$ cat src/rtl/aohp_pkg.sv
// shared types, constants and class decode for the av1 obu header parser
// no dependencies
package aohp_pkg;

    localparam int unsigned BYTE_W   = 8;
    localparam int unsigned KIND_W   = 4;
    localparam int unsigned CLASS_W  = 3;
    localparam int unsigned SIZE_W   = 32;
    localparam int unsigned HBYTES_W = 4;
    localparam int unsigned TERM_W   = 56;
    localparam int unsigned SHIFT_W  = 6;

    // header byte bit masks
    localparam logic [BYTE_W-1:0] M_FORBIDDEN = 8'h80;
    localparam logic [BYTE_W-1:0] M_KIND      = 8'h78;
    localparam logic [BYTE_W-1:0] M_EXT       = 8'h04;
    localparam logic [BYTE_W-1:0] M_HAS_SIZE  = 8'h02;
    localparam logic [BYTE_W-1:0] M_RESERVED  = 8'h01;
    // leb128 masks
    localparam logic [BYTE_W-1:0] M_LEB_DATA  = 8'h7F;
    localparam logic [BYTE_W-1:0] M_LEB_MORE  = 8'h80;
    // frame header byte, picture kind bits
    localparam logic [BYTE_W-1:0] M_FTYPE     = 8'h60;

    // obu types
    localparam logic [KIND_W-1:0] K_SEQ_HDR   = 4'd1;
    localparam logic [KIND_W-1:0] K_TD        = 4'd2;
    localparam logic [KIND_W-1:0] K_FRAME_HDR = 4'd3;
    localparam logic [KIND_W-1:0] K_TILE_GRP  = 4'd4;
    localparam logic [KIND_W-1:0] K_METADATA  = 4'd5;
    localparam logic [KIND_W-1:0] K_FRAME     = 4'd6;
    localparam logic [KIND_W-1:0] K_REDUNDANT = 4'd7;
    localparam logic [KIND_W-1:0] K_TILE_LIST = 4'd8;
    localparam logic [KIND_W-1:0] K_PADDING   = 4'd15;

    // unit classes
    localparam logic [CLASS_W-1:0] C_UNDEF    = 3'd0;
    localparam logic [CLASS_W-1:0] C_PARAM    = 3'd1;
    localparam logic [CLASS_W-1:0] C_DELIM    = 3'd2;
    localparam logic [CLASS_W-1:0] C_OTHER    = 3'd3;
    localparam logic [CLASS_W-1:0] C_METADATA = 3'd4;
    localparam logic [CLASS_W-1:0] C_I_FRAME  = 3'd5;
    localparam logic [CLASS_W-1:0] C_P_FRAME  = 3'd6;

    localparam logic [SIZE_W-1:0] SIZE_SAT = 32'hFFFF_FFFF;

    typedef enum logic [1:0] {
        PH_IDLE,
        PH_SIZE,
        PH_FTYPE,
        PH_DONE
    } t_phase;

    typedef struct packed {
        logic [CLASS_W-1:0]  unit_class;
        logic                primary_frame;
        logic                header_valid;
        logic [SIZE_W-1:0]   obu_size;
        logic [HBYTES_W-1:0] header_bytes;
    } t_result;

    function automatic logic [CLASS_W-1:0] class_of_kind(input logic [KIND_W-1:0] kind);
        logic [CLASS_W-1:0] cls;
        case (kind) inside
            K_SEQ_HDR:  cls = C_PARAM;
            K_TD:       cls = C_DELIM;
            K_FRAME_HDR, K_TILE_GRP, K_REDUNDANT, K_TILE_LIST, K_PADDING:
                        cls = C_OTHER;
            K_METADATA: cls = C_METADATA;
            K_FRAME:    cls = C_I_FRAME;
            default:    cls = C_UNDEF;
        endcase
        return cls;
    endfunction

endpackage

$ cat src/rtl/aohp_if.sv
// stream channel interfaces for the av1 obu header parser
// depends on nothing but plain logic widths matching aohp_pkg
interface aohp_in_if;
    logic       valid;
    logic       ready;
    logic [7:0] byte_in;
    logic       start_flag;

    modport source(output valid, output byte_in, output start_flag, input ready);
    modport sink(input valid, input byte_in, input start_flag, output ready);
endinterface

interface aohp_out_if;
    logic        valid;
    logic        ready;
    logic [2:0]  unit_class;
    logic        primary_frame;
    logic        header_valid;
    logic [31:0] obu_size;
    logic [3:0]  header_bytes;

    modport source(output valid, output unit_class, output primary_frame,
                   output header_valid, output obu_size, output header_bytes,
                   input ready);
    modport sink(input valid, input unit_class, input primary_frame,
                 input header_valid, input obu_size, input header_bytes,
                 output ready);
endinterface

$ cat src/rtl/av1_obu_header_parser.sv
// av1 obu header parser: top level with input register, parse core and result register
// depends on aohp_pkg, aohp_if, aohp_parse_core, aohp_out_reg
//
// Takes an AV1 OBU one byte per word; a word with start_flag set is the OBU
// header byte and restarts parsing, dropping any header in progress. After
// the header byte the LEB128 size bytes are summed (at most MAX_SIZE_BYTES of
// them), and for a frame OBU one more byte supplies the picture kind to tell
// I from P. One result word then reports unit class, frame flag, validity,
// size and header length; later payload bytes are swallowed until the next
// start. Throughput is one byte per clock while the output register is not
// blocked: a word is taken into the input register, decoded from there
// against the parse state, and the result of its last byte is loaded into the
// output register. The only stall comes from the output register: while it
// holds a word the sink has not taken, the input register keeps its byte, or
// takes one byte if it was empty, and accepts nothing more.
module av1_obu_header_parser #(
    parameter int unsigned MAX_SIZE_BYTES = 8
) (
    input  logic       i_clk,
    input  logic       i_rst_n,
    aohp_in_if.sink    i_in,
    aohp_out_if.source o_out
);
    import aohp_pkg::*;

    // input register
    logic              r_in_valid, n_in_valid;
    logic [BYTE_W-1:0] r_in_byte;
    logic              r_in_start;

    logic    out_busy;
    logic    step;
    logic    emit;
    logic    in_take;
    t_result result;

    // the decode stage advances unless the result register is blocked
    assign step    = r_in_valid && !out_busy;
    assign i_in.ready = !r_in_valid || !out_busy;
    assign in_take = i_in.valid && i_in.ready;

    always_comb begin
        n_in_valid = r_in_valid;
        if (in_take) begin
            n_in_valid = 1'b1;
        end else if (step) begin
            n_in_valid = 1'b0;
        end
    end

    always_ff @(posedge i_clk) begin
        if (!i_rst_n) begin
            r_in_valid <= 1'b0;
        end else begin
            r_in_valid <= n_in_valid;
        end
    end

    // payload needs no reset
    always_ff @(posedge i_clk) begin
        if (in_take) begin
            r_in_byte  <= i_in.byte_in;
            r_in_start <= i_in.start_flag;
        end
    end

    // header decode, leb128 accumulation and frame type check
    aohp_parse_core #(
        .MAX_SIZE_BYTES (MAX_SIZE_BYTES)
    ) u_core (
        .i_clk    (i_clk),
        .i_rst_n  (i_rst_n),
        .i_step   (step),
        .i_byte   (r_in_byte),
        .i_start  (r_in_start),
        .o_emit   (emit),
        .o_result (result)
    );

    // result word held until the sink takes it
    aohp_out_reg u_out (
        .i_clk    (i_clk),
        .i_rst_n  (i_rst_n),
        .i_load   (emit),
        .i_result (result),
        .o_busy   (out_busy),
        .o_out    (o_out)
    );

endmodule

$ cat src/rtl/aohp_parse_core.sv
// parse state and per-word decode: header fields, leb128 size, frame type
// depends on aohp_pkg
module aohp_parse_core #(
    parameter int unsigned MAX_SIZE_BYTES = 8
) (
    input  logic                          i_clk,
    input  logic                          i_rst_n,
    input  logic                          i_step,
    input  logic [aohp_pkg::BYTE_W-1:0]   i_byte,
    input  logic                          i_start,
    output logic                          o_emit,
    output aohp_pkg::t_result             o_result
);
    import aohp_pkg::*;

    t_phase              r_phase, n_phase;
    logic [KIND_W-1:0]   r_kind, n_kind;
    logic                r_flags_ok, n_flags_ok;
    logic [SIZE_W-1:0]   r_accum, n_accum;
    logic [HBYTES_W-1:0] r_count, n_count;
    logic                r_ovf, n_ovf;

    logic [2:0]          idx;
    logic [SHIFT_W-1:0]  shamt;
    logic [TERM_W-1:0]   term;
    logic [SIZE_W:0]     sum;
    logic                sum_ovf;
    logic [HBYTES_W-1:0] count_inc;
    logic                more;
    logic                size_last;
    logic                emit_size;
    logic                emit_ftype;
    logic                kind_ok;
    logic                td_bad;

    // leb128 term at 7 bits per size word
    assign idx       = r_count[2:0];
    assign shamt     = SHIFT_W'(idx) * SHIFT_W'(7);
    assign term      = TERM_W'(i_byte & M_LEB_DATA) << shamt;
    assign sum       = {1'b0, r_accum} + {1'b0, term[SIZE_W-1:0]};
    assign sum_ovf   = (|term[TERM_W-1:SIZE_W]) | sum[SIZE_W];
    assign count_inc = r_count + HBYTES_W'(1);
    assign more      = |(i_byte & M_LEB_MORE);
    assign size_last = !more || (count_inc >= HBYTES_W'(MAX_SIZE_BYTES));

    assign emit_size  = i_step && !i_start && (r_phase == PH_SIZE) && size_last
                        && (r_kind != K_FRAME);
    assign emit_ftype = i_step && !i_start && (r_phase == PH_FTYPE);
    assign o_emit     = emit_size || emit_ftype;

    // next phase
    always_comb begin
        n_phase = r_phase;
        if (i_step) begin
            if (i_start) begin
                n_phase = PH_SIZE;
            end else begin
                unique case (r_phase)
                    PH_SIZE: begin
                        if (size_last) begin
                            n_phase = (r_kind == K_FRAME) ? PH_FTYPE : PH_DONE;
                        end
                    end
                    PH_FTYPE: n_phase = PH_DONE;
                    PH_IDLE:  n_phase = PH_IDLE;
                    PH_DONE:  n_phase = PH_DONE;
                    default:  n_phase = PH_IDLE;
                endcase
            end
        end
    end

    // datapath updates
    always_comb begin
        n_kind     = r_kind;
        n_flags_ok = r_flags_ok;
        n_accum    = r_accum;
        n_count    = r_count;
        n_ovf      = r_ovf;
        if (i_step) begin
            if (i_start) begin
                n_kind     = KIND_W'((i_byte & M_KIND) >> 3);
                n_flags_ok = !(|(i_byte & M_FORBIDDEN)) && !(|(i_byte & M_EXT))
                             && (|(i_byte & M_HAS_SIZE)) && !(|(i_byte & M_RESERVED));
                n_accum    = '0;
                n_count    = '0;
                n_ovf      = 1'b0;
            end else if (r_phase == PH_SIZE) begin
                n_count = count_inc;
                if (sum_ovf) begin
                    n_ovf   = 1'b1;
                    n_accum = SIZE_SAT;
                end else begin
                    n_accum = sum[SIZE_W-1:0];
                end
                // size field ran past its limit with continuation still set
                if (more && (count_inc >= HBYTES_W'(MAX_SIZE_BYTES))) begin
                    n_ovf   = 1'b1;
                    n_accum = SIZE_SAT;
                end
            end
        end
    end

    // result fields from the updated state
    assign kind_ok = (n_kind == K_SEQ_HDR) || (n_kind == K_TD)
                     || (n_kind == K_METADATA) || (n_kind == K_FRAME);
    assign td_bad  = (n_kind == K_TD) && (n_accum != '0);

    always_comb begin
        o_result.unit_class    = emit_ftype
                                 ? (((i_byte & M_FTYPE) == '0) ? C_I_FRAME : C_P_FRAME)
                                 : class_of_kind(n_kind);
        o_result.primary_frame = (n_kind == K_FRAME);
        o_result.header_valid  = n_flags_ok && !n_ovf && kind_ok && !td_bad;
        o_result.obu_size      = n_accum;
        o_result.header_bytes  = n_count + HBYTES_W'(1);
    end

    always_ff @(posedge i_clk) begin
        if (!i_rst_n) begin
            r_phase    <= PH_IDLE;
            r_kind     <= '0;
            r_flags_ok <= 1'b0;
            r_accum    <= '0;
            r_count    <= '0;
            r_ovf      <= 1'b0;
        end else begin
            r_phase    <= n_phase;
            r_kind     <= n_kind;
            r_flags_ok <= n_flags_ok;
            r_accum    <= n_accum;
            r_count    <= n_count;
            r_ovf      <= n_ovf;
        end
    end

endmodule

$ cat src/rtl/aohp_out_reg.sv
// result register feeding the output channel
// depends on aohp_pkg and aohp_if
module aohp_out_reg (
    input  logic              i_clk,
    input  logic              i_rst_n,
    input  logic              i_load,
    input  aohp_pkg::t_result i_result,
    output logic              o_busy,
    aohp_out_if.source        o_out
);
    import aohp_pkg::*;

    logic    r_valid, n_valid;
    t_result r_res;

    // busy while a word is held that the sink is not taking now
    assign o_busy = r_valid && !o_out.ready;

    always_comb begin
        n_valid = r_valid;
        if (i_load) begin
            n_valid = 1'b1;
        end else if (o_out.ready) begin
            n_valid = 1'b0;
        end
    end

    always_ff @(posedge i_clk) begin
        if (!i_rst_n) begin
            r_valid <= 1'b0;
        end else begin
            r_valid <= n_valid;
        end
    end

    always_ff @(posedge i_clk) begin
        if (i_load) begin
            r_res <= i_result;
        end
    end

    assign o_out.valid         = r_valid;
    assign o_out.unit_class    = r_res.unit_class;
    assign o_out.primary_frame = r_res.primary_frame;
    assign o_out.header_valid  = r_res.header_valid;
    assign o_out.obu_size      = r_res.obu_size;
    assign o_out.header_bytes  = r_res.header_bytes;

endmodule

$ cat src/flat_wrapper.sv
// flat-port wrapper written by rule: the top's interface ports become plain ports
module av1_obu_header_parser_flat import aohp_pkg::*;
#(
    parameter int unsigned MAX_SIZE_BYTES = 8
)
  (i_clk, i_rst_n, i_in_valid, i_in_byte_in, i_in_start_flag, i_in_ready, o_out_valid, o_out_unit_class, o_out_primary_frame, o_out_header_valid, o_out_obu_size, o_out_header_bytes, o_out_ready);
  aohp_in_if i_in_i ();
  aohp_out_if o_out_i ();
  input  logic i_clk;
  input  logic i_rst_n;
  input wire logic [$bits(i_in_i.valid)-1:0] i_in_valid;
  input wire logic [$bits(i_in_i.byte_in)-1:0] i_in_byte_in;
  input wire logic [$bits(i_in_i.start_flag)-1:0] i_in_start_flag;
  output wire logic [$bits(i_in_i.ready)-1:0] i_in_ready;
  output wire logic [$bits(o_out_i.valid)-1:0] o_out_valid;
  output wire logic [$bits(o_out_i.unit_class)-1:0] o_out_unit_class;
  output wire logic [$bits(o_out_i.primary_frame)-1:0] o_out_primary_frame;
  output wire logic [$bits(o_out_i.header_valid)-1:0] o_out_header_valid;
  output wire logic [$bits(o_out_i.obu_size)-1:0] o_out_obu_size;
  output wire logic [$bits(o_out_i.header_bytes)-1:0] o_out_header_bytes;
  input wire logic [$bits(o_out_i.ready)-1:0] o_out_ready;
  assign i_in_i.valid = i_in_valid;
  assign i_in_i.byte_in = i_in_byte_in;
  assign i_in_i.start_flag = i_in_start_flag;
  assign i_in_ready = i_in_i.ready;
  assign o_out_valid = o_out_i.valid;
  assign o_out_unit_class = o_out_i.unit_class;
  assign o_out_primary_frame = o_out_i.primary_frame;
  assign o_out_header_valid = o_out_i.header_valid;
  assign o_out_obu_size = o_out_i.obu_size;
  assign o_out_header_bytes = o_out_i.header_bytes;
  assign o_out_i.ready = o_out_ready;
  av1_obu_header_parser #(.MAX_SIZE_BYTES(MAX_SIZE_BYTES)) u_core (.i_clk(i_clk), .i_rst_n(i_rst_n), .i_in(i_in_i), .o_out(o_out_i));
endmodule
$ cat config.mk
export PLATFORM = sky130hd
export DESIGN_NAME = av1_obu_header_parser_flat
export DESIGN_NICKNAME = d
export VERILOG_FILES = /design/src/rtl/aohp_pkg.sv /design/src/rtl/aohp_if.sv /design/src/rtl/av1_obu_header_parser.sv /design/src/rtl/aohp_parse_core.sv /design/src/rtl/aohp_out_reg.sv /design/src/flat_wrapper.sv
export SDC_FILE = /design/constraint.sdc
export NUM_CORES = 1
export LEC_CHECK = 0
export BUFFER_PORTS_ARGS = -buffer_cell sky130_fd_sc_hd__buf_2
export CAP_MARGIN = 0
export CORE_MARGIN = 4
export CORE_UTILIZATION = 25
export CTS_CLUSTER_DIAMETER = 40
export DETAILED_ROUTE_END_ITERATION = 12
export GPL_ROUTABILITY_DRIVEN = 1
export HOLD_SLACK_MARGIN = 0.05
export SLEW_MARGIN = 20
export SYNTH_ARGS = -nofsm -noshare
export SYNTH_HDL_FRONTEND = slang
export SYNTH_SLANG_ARGS = --single-unit
$ cat constraint.sdc
create_clock -name i_clk -period 5.4 [get_ports i_clk]
set_input_delay 0.81 -clock i_clk [delete_from_list [all_inputs] [get_ports i_clk]]
set_output_delay 0.81 -clock i_clk [all_outputs]
set_load 0.1 [all_outputs]
==> impl_metrics.csv <==
group,metric,value,unit
place,place_hpwl,14770,µm
place,gp_congestion,0.9399,
drt,routed_via_density,5.253,
finish,diodes,0,
sta,setup_viol,0,
worst_setup_path,start_kind,"flip-flop",
floorplan,ios,56,
drt,drt-wirelength-per-cell,18.75,µm
clock_tree,cts_setup_buffers,0,
place,post_dp_cell_area,0.006661,mm²
place,portBuffers,55,
logic_synthesis,synth-seq-cells,96,
sta,finalHoldViolations,0,
logic_synthesis,synthDistinctLibCells,72,
finish,fill_cells,2559,
drt,firstDrtPassIters,5,
clock_tree,cts_hold_buf,0,
clock_tree,ctsLongestPathBuffers,2,
place,dp_slack,0.8678,ns
finish,multi_input_area,0.003437,mm²
sta,fmax,213.2,MHz
logic_synthesis,synth_edf_count,50,
clock_tree,cts_tree,"built",
grt,grt_util_all_layers,0.1438,
logic_synthesis,synthSimpleGateAreaFrac,0.2267,
power_and_ir_drop,powerDensity,223.7,mW/mm²
logic_synthesis,synth_ff_type,"edfxtp_1",
logic_synthesis,synthesis.area,0.006061,mm²
logic_synthesis,synth_mux_area_frac,0.01548,
drt,drc,0,
finish,areaGrowthSynthToFinish,14.80,%
logic_synthesis,synth_compound_area_frac,0.2199,
floorplan,std_cell_rows,56,
clock_tree,clk_pin_slew,0.07,ns
clock_tree,cts_made_buffers,9,
worst_setup_path,r2r-start,"u_core.u_core.r_count[0]",
logic_synthesis,synth_fa_ha_area_frac,0.07349,
clock_tree,root_buffer,"clkbuf_16",
clock_tree,cts-htree-levels,3,
logic_synthesis,yosysWarnings,0,
sta,fin_skew,0.007572,ns
logic_synthesis,async_flop_share,0,
finish,drive_above_1_share,0.1381,
worst_setup_path,arrival,4.89,ns
worst_setup_path,cp_max_fo,28,
logic_synthesis,post_synth.cell_area_avg,8.966,µm²
logic_synthesis,yosysSeqAreaShare,0.3997,
power_and_ir_drop,ir_worst_vdd,0.1421,mV
logic_synthesis,synth_top_family_by_area,"simple AND/OR/NAND/NOR gates",
worst_setup_path,crit_start,"u_core.u_core.r_count[0]",
sta,finalCriticalPeriod,4.691,ns
run,maxCapViolCount,0,
floorplan,start_util,0.2559,
hold_path,min-delay-start,"u_core.u_core.r_flags_ok",
floorplan,die_w,163.7,µm
sta,max_slew_margin,0.2942,
worst_setup_path,end_kind,"flip-flop",
clock_tree,ctsResizeCount,0,
drt,vias,5479,
floorplan,die-area,0.02680,mm²
hold_path,hold_path_class,"flip-flop to flip-flop",
finish,fin_util,0.2938,
grt,grt_overflow_total,0,
clock_tree,clkLatencyLatePin,0.35,ns
grt,grt_pass1_vias,5151,
sta,setup_slack,0.7088,ns
grt,grt_pass1_wl,29700,µm
finish,final_area,0.006958,mm²
finish,seq_area,0.002422,mm²
logic_synthesis,synthXorXnorAreaFrac,0.03035,
grt,grt_max_degree,43,
logic_synthesis,syn_inst,676,
drt,drt_iter0_markers,497,
sta,timing.setup.tns,0,ns
sta,min_period_over_period,0.8687,
floorplan,fp.coreArea,0.02368,mm²
drt,drt_wl_total,19550,µm
drt,ant_nets,0,
sta,rsz0062_at_grt,"no",
logic_synthesis,syn-num-nets,724,
finish,nNetsFinal,767,
grt,antenna_found_initial,0,
power_and_ir_drop,power_leakage,0.002929,µW
sta,finalMaxSlewViolations,0,
sta,worst_slew_pin_slew,1.058,ns
status,outcome,"complete, no violations",
floorplan,die_h,163.7,µm
worst_setup_path,worstSetupPathType,"flip-flop to flip-flop",
sta,holdWs,0.4953,ns
worst_setup_path,required,5.60,ns
clock_tree,cts_sinks,96,
power by group:
group	leakage (µW)	internal [µW]	total, µW	switching [µW]
Clock	0.000141	365	647	283
Combinational	0.00191	38.9	114	75.5
Sequential	0.000874	775	794	18.9
Total	0.00293	1180	1560	377
per-layer routing:
layer  up-vias  track usage  part of all wire
li1       2607            -                 -
met1      2623       0.2007              0.45
met2       212       0.2283              0.45
met3        37      0.02560             0.071
met4         0      0.04156             0.027
met5         -            0                 0
metrics by stage:
stage	total power (µW)	std cells
final	1556	1043
after global routing	1616	1043
after CTS	1573	1043
after detailed placement	922.8	1027
after global placement	922.5	1027
after floorplan	881.2	676
kinds of logic after synthesis:
| logic type | after synthesis |
|---|---|
| xor+xnor | 21 |
| mux | 9 |
| flops | 96 |
| fa+ha+maj | 35 |
| simple gates | 264 |
| buf+inv | 50 |
| compound gates | 201 |
cell usage in the layout (no fill, tap or decap), drive strengths merged, types with 15 or more instances in the layout:
cell type / n
nor2: 71
nand3: 19
nand2: 49
edfxtp: 50
ha: 34
and3: 20
a21oi: 63
buf: 62
nor3: 15
o21ai: 47
and2: 26
inv: 22
dfxtp: 46
flip-flops by register name (all words and copies together), names as in the netlist:
name,cells
u_core.r_in_byte,8
u_core.r_in_start,1
u_core.r_in_valid,1
u_core.u_core.r_accum,32
u_core.u_core.r_count,4
u_core.u_core.r_flags_ok,1
u_core.u_core.r_kind,4
u_core.u_core.r_ovf,1
u_core.u_core.r_phase,2
u_core.u_out.o_out.header_bytes,4
u_core.u_out.o_out.header_valid,1
u_core.u_out.o_out.obu_size,32
u_core.u_out.o_out.primary_frame,1
u_core.u_out.o_out.unit_class,3
u_core.u_out.o_out.valid,1
critical path, cell delays in order, from the launching register on:
cell and delay [ns]:
dfxtp_1 0.82, nand2b_1 0.26, nor2_1 0.07, ha_1 0.21
fa_1 0.43, a211o_1 0.34, a211o_1 0.34, nand3_2 0.13
a21o_2 0.25, a21oi_2 0.26, a221oi_2 0.51, o211ai_1 0.17
nor4_1 0.42, nand4_1 0.16, o21ai_1 0.17
area by class of cell:
class / instances / share of cell area
Multi-Input combinational cell: 530 / 0.4940
Clock buffer: 11 / 0.03345
Sequential cell: 96 / 0.3481
Timing Repair Buffer: 62 / 0.04711
Clock inverter: 5 / 0.009171
Inverter: 20 / 0.01079
Tap cell: 319 / 0.05736
path summary, 6_finish.rpt:
kind                                          end  slack (ns)  cells after the start
setup / recovery  u_core.u_out.o_out.header_valid        0.71                     14
hold / removal           u_core.u_core.r_flags_ok        0.50                      2
setup reg to reg  u_core.u_out.o_out.header_valid        0.71                     14
hold reg to reg          u_core.u_core.r_flags_ok        0.50                      2
synthesized netlist by cell type (all sizes together) (2+ instances only):
| master | instances | area share |
|---|---|---|
| nand2b | 13 | 0.013 |
| a211o | 6 | 0.0087 |
| a2111oi | 2 | 0.0039 |
| o31ai | 7 | 0.0087 |
| a22oi | 4 | 0.0050 |
| xnor2 | 12 | 0.017 |
| and4 | 3 | 0.0043 |
| nand4 | 14 | 0.014 |
| nor2 | 71 | 0.044 |
| a221o | 5 | 0.0083 |
| nand3b | 2 | 0.0031 |
| o211ai | 8 | 0.0099 |
| a21o | 13 | 0.016 |
| o21a | 6 | 0.0074 |
| a221oi | 5 | 0.010 |
| nor3 | 15 | 0.012 |
| nor3b | 5 | 0.0062 |
| inv | 19 | 0.012 |
| ha | 34 | 0.070 |
| clkbuf | 22 | 0.014 |
| a22o | 2 | 0.0029 |
| o221a | 3 | 0.0056 |
| a211oi | 6 | 0.0083 |
| and2 | 26 | 0.027 |
| nor4 | 7 | 0.0083 |
| edfxtp | 50 | 0.25 |
| o21ai | 47 | 0.039 |
| or2 | 5 | 0.0052 |
| dfxtp | 46 | 0.15 |
| a31oi | 8 | 0.0083 |
| buf | 8 | 0.0085 |
| nand2 | 49 | 0.030 |
| nor2b | 6 | 0.0062 |
| xor2 | 9 | 0.013 |
| mux2 | 3 | 0.0056 |
| mux2i | 6 | 0.0099 |
| a31o | 2 | 0.0029 |
| a21boi | 3 | 0.0037 |
| o2111ai | 3 | 0.0072 |
| o21bai | 4 | 0.0050 |
| a21oi | 63 | 0.053 |
| nand3 | 19 | 0.019 |
| and3 | 20 | 0.021 |
| or3 | 4 | 0.0041 |
Power figures use the tool's default switching activity.
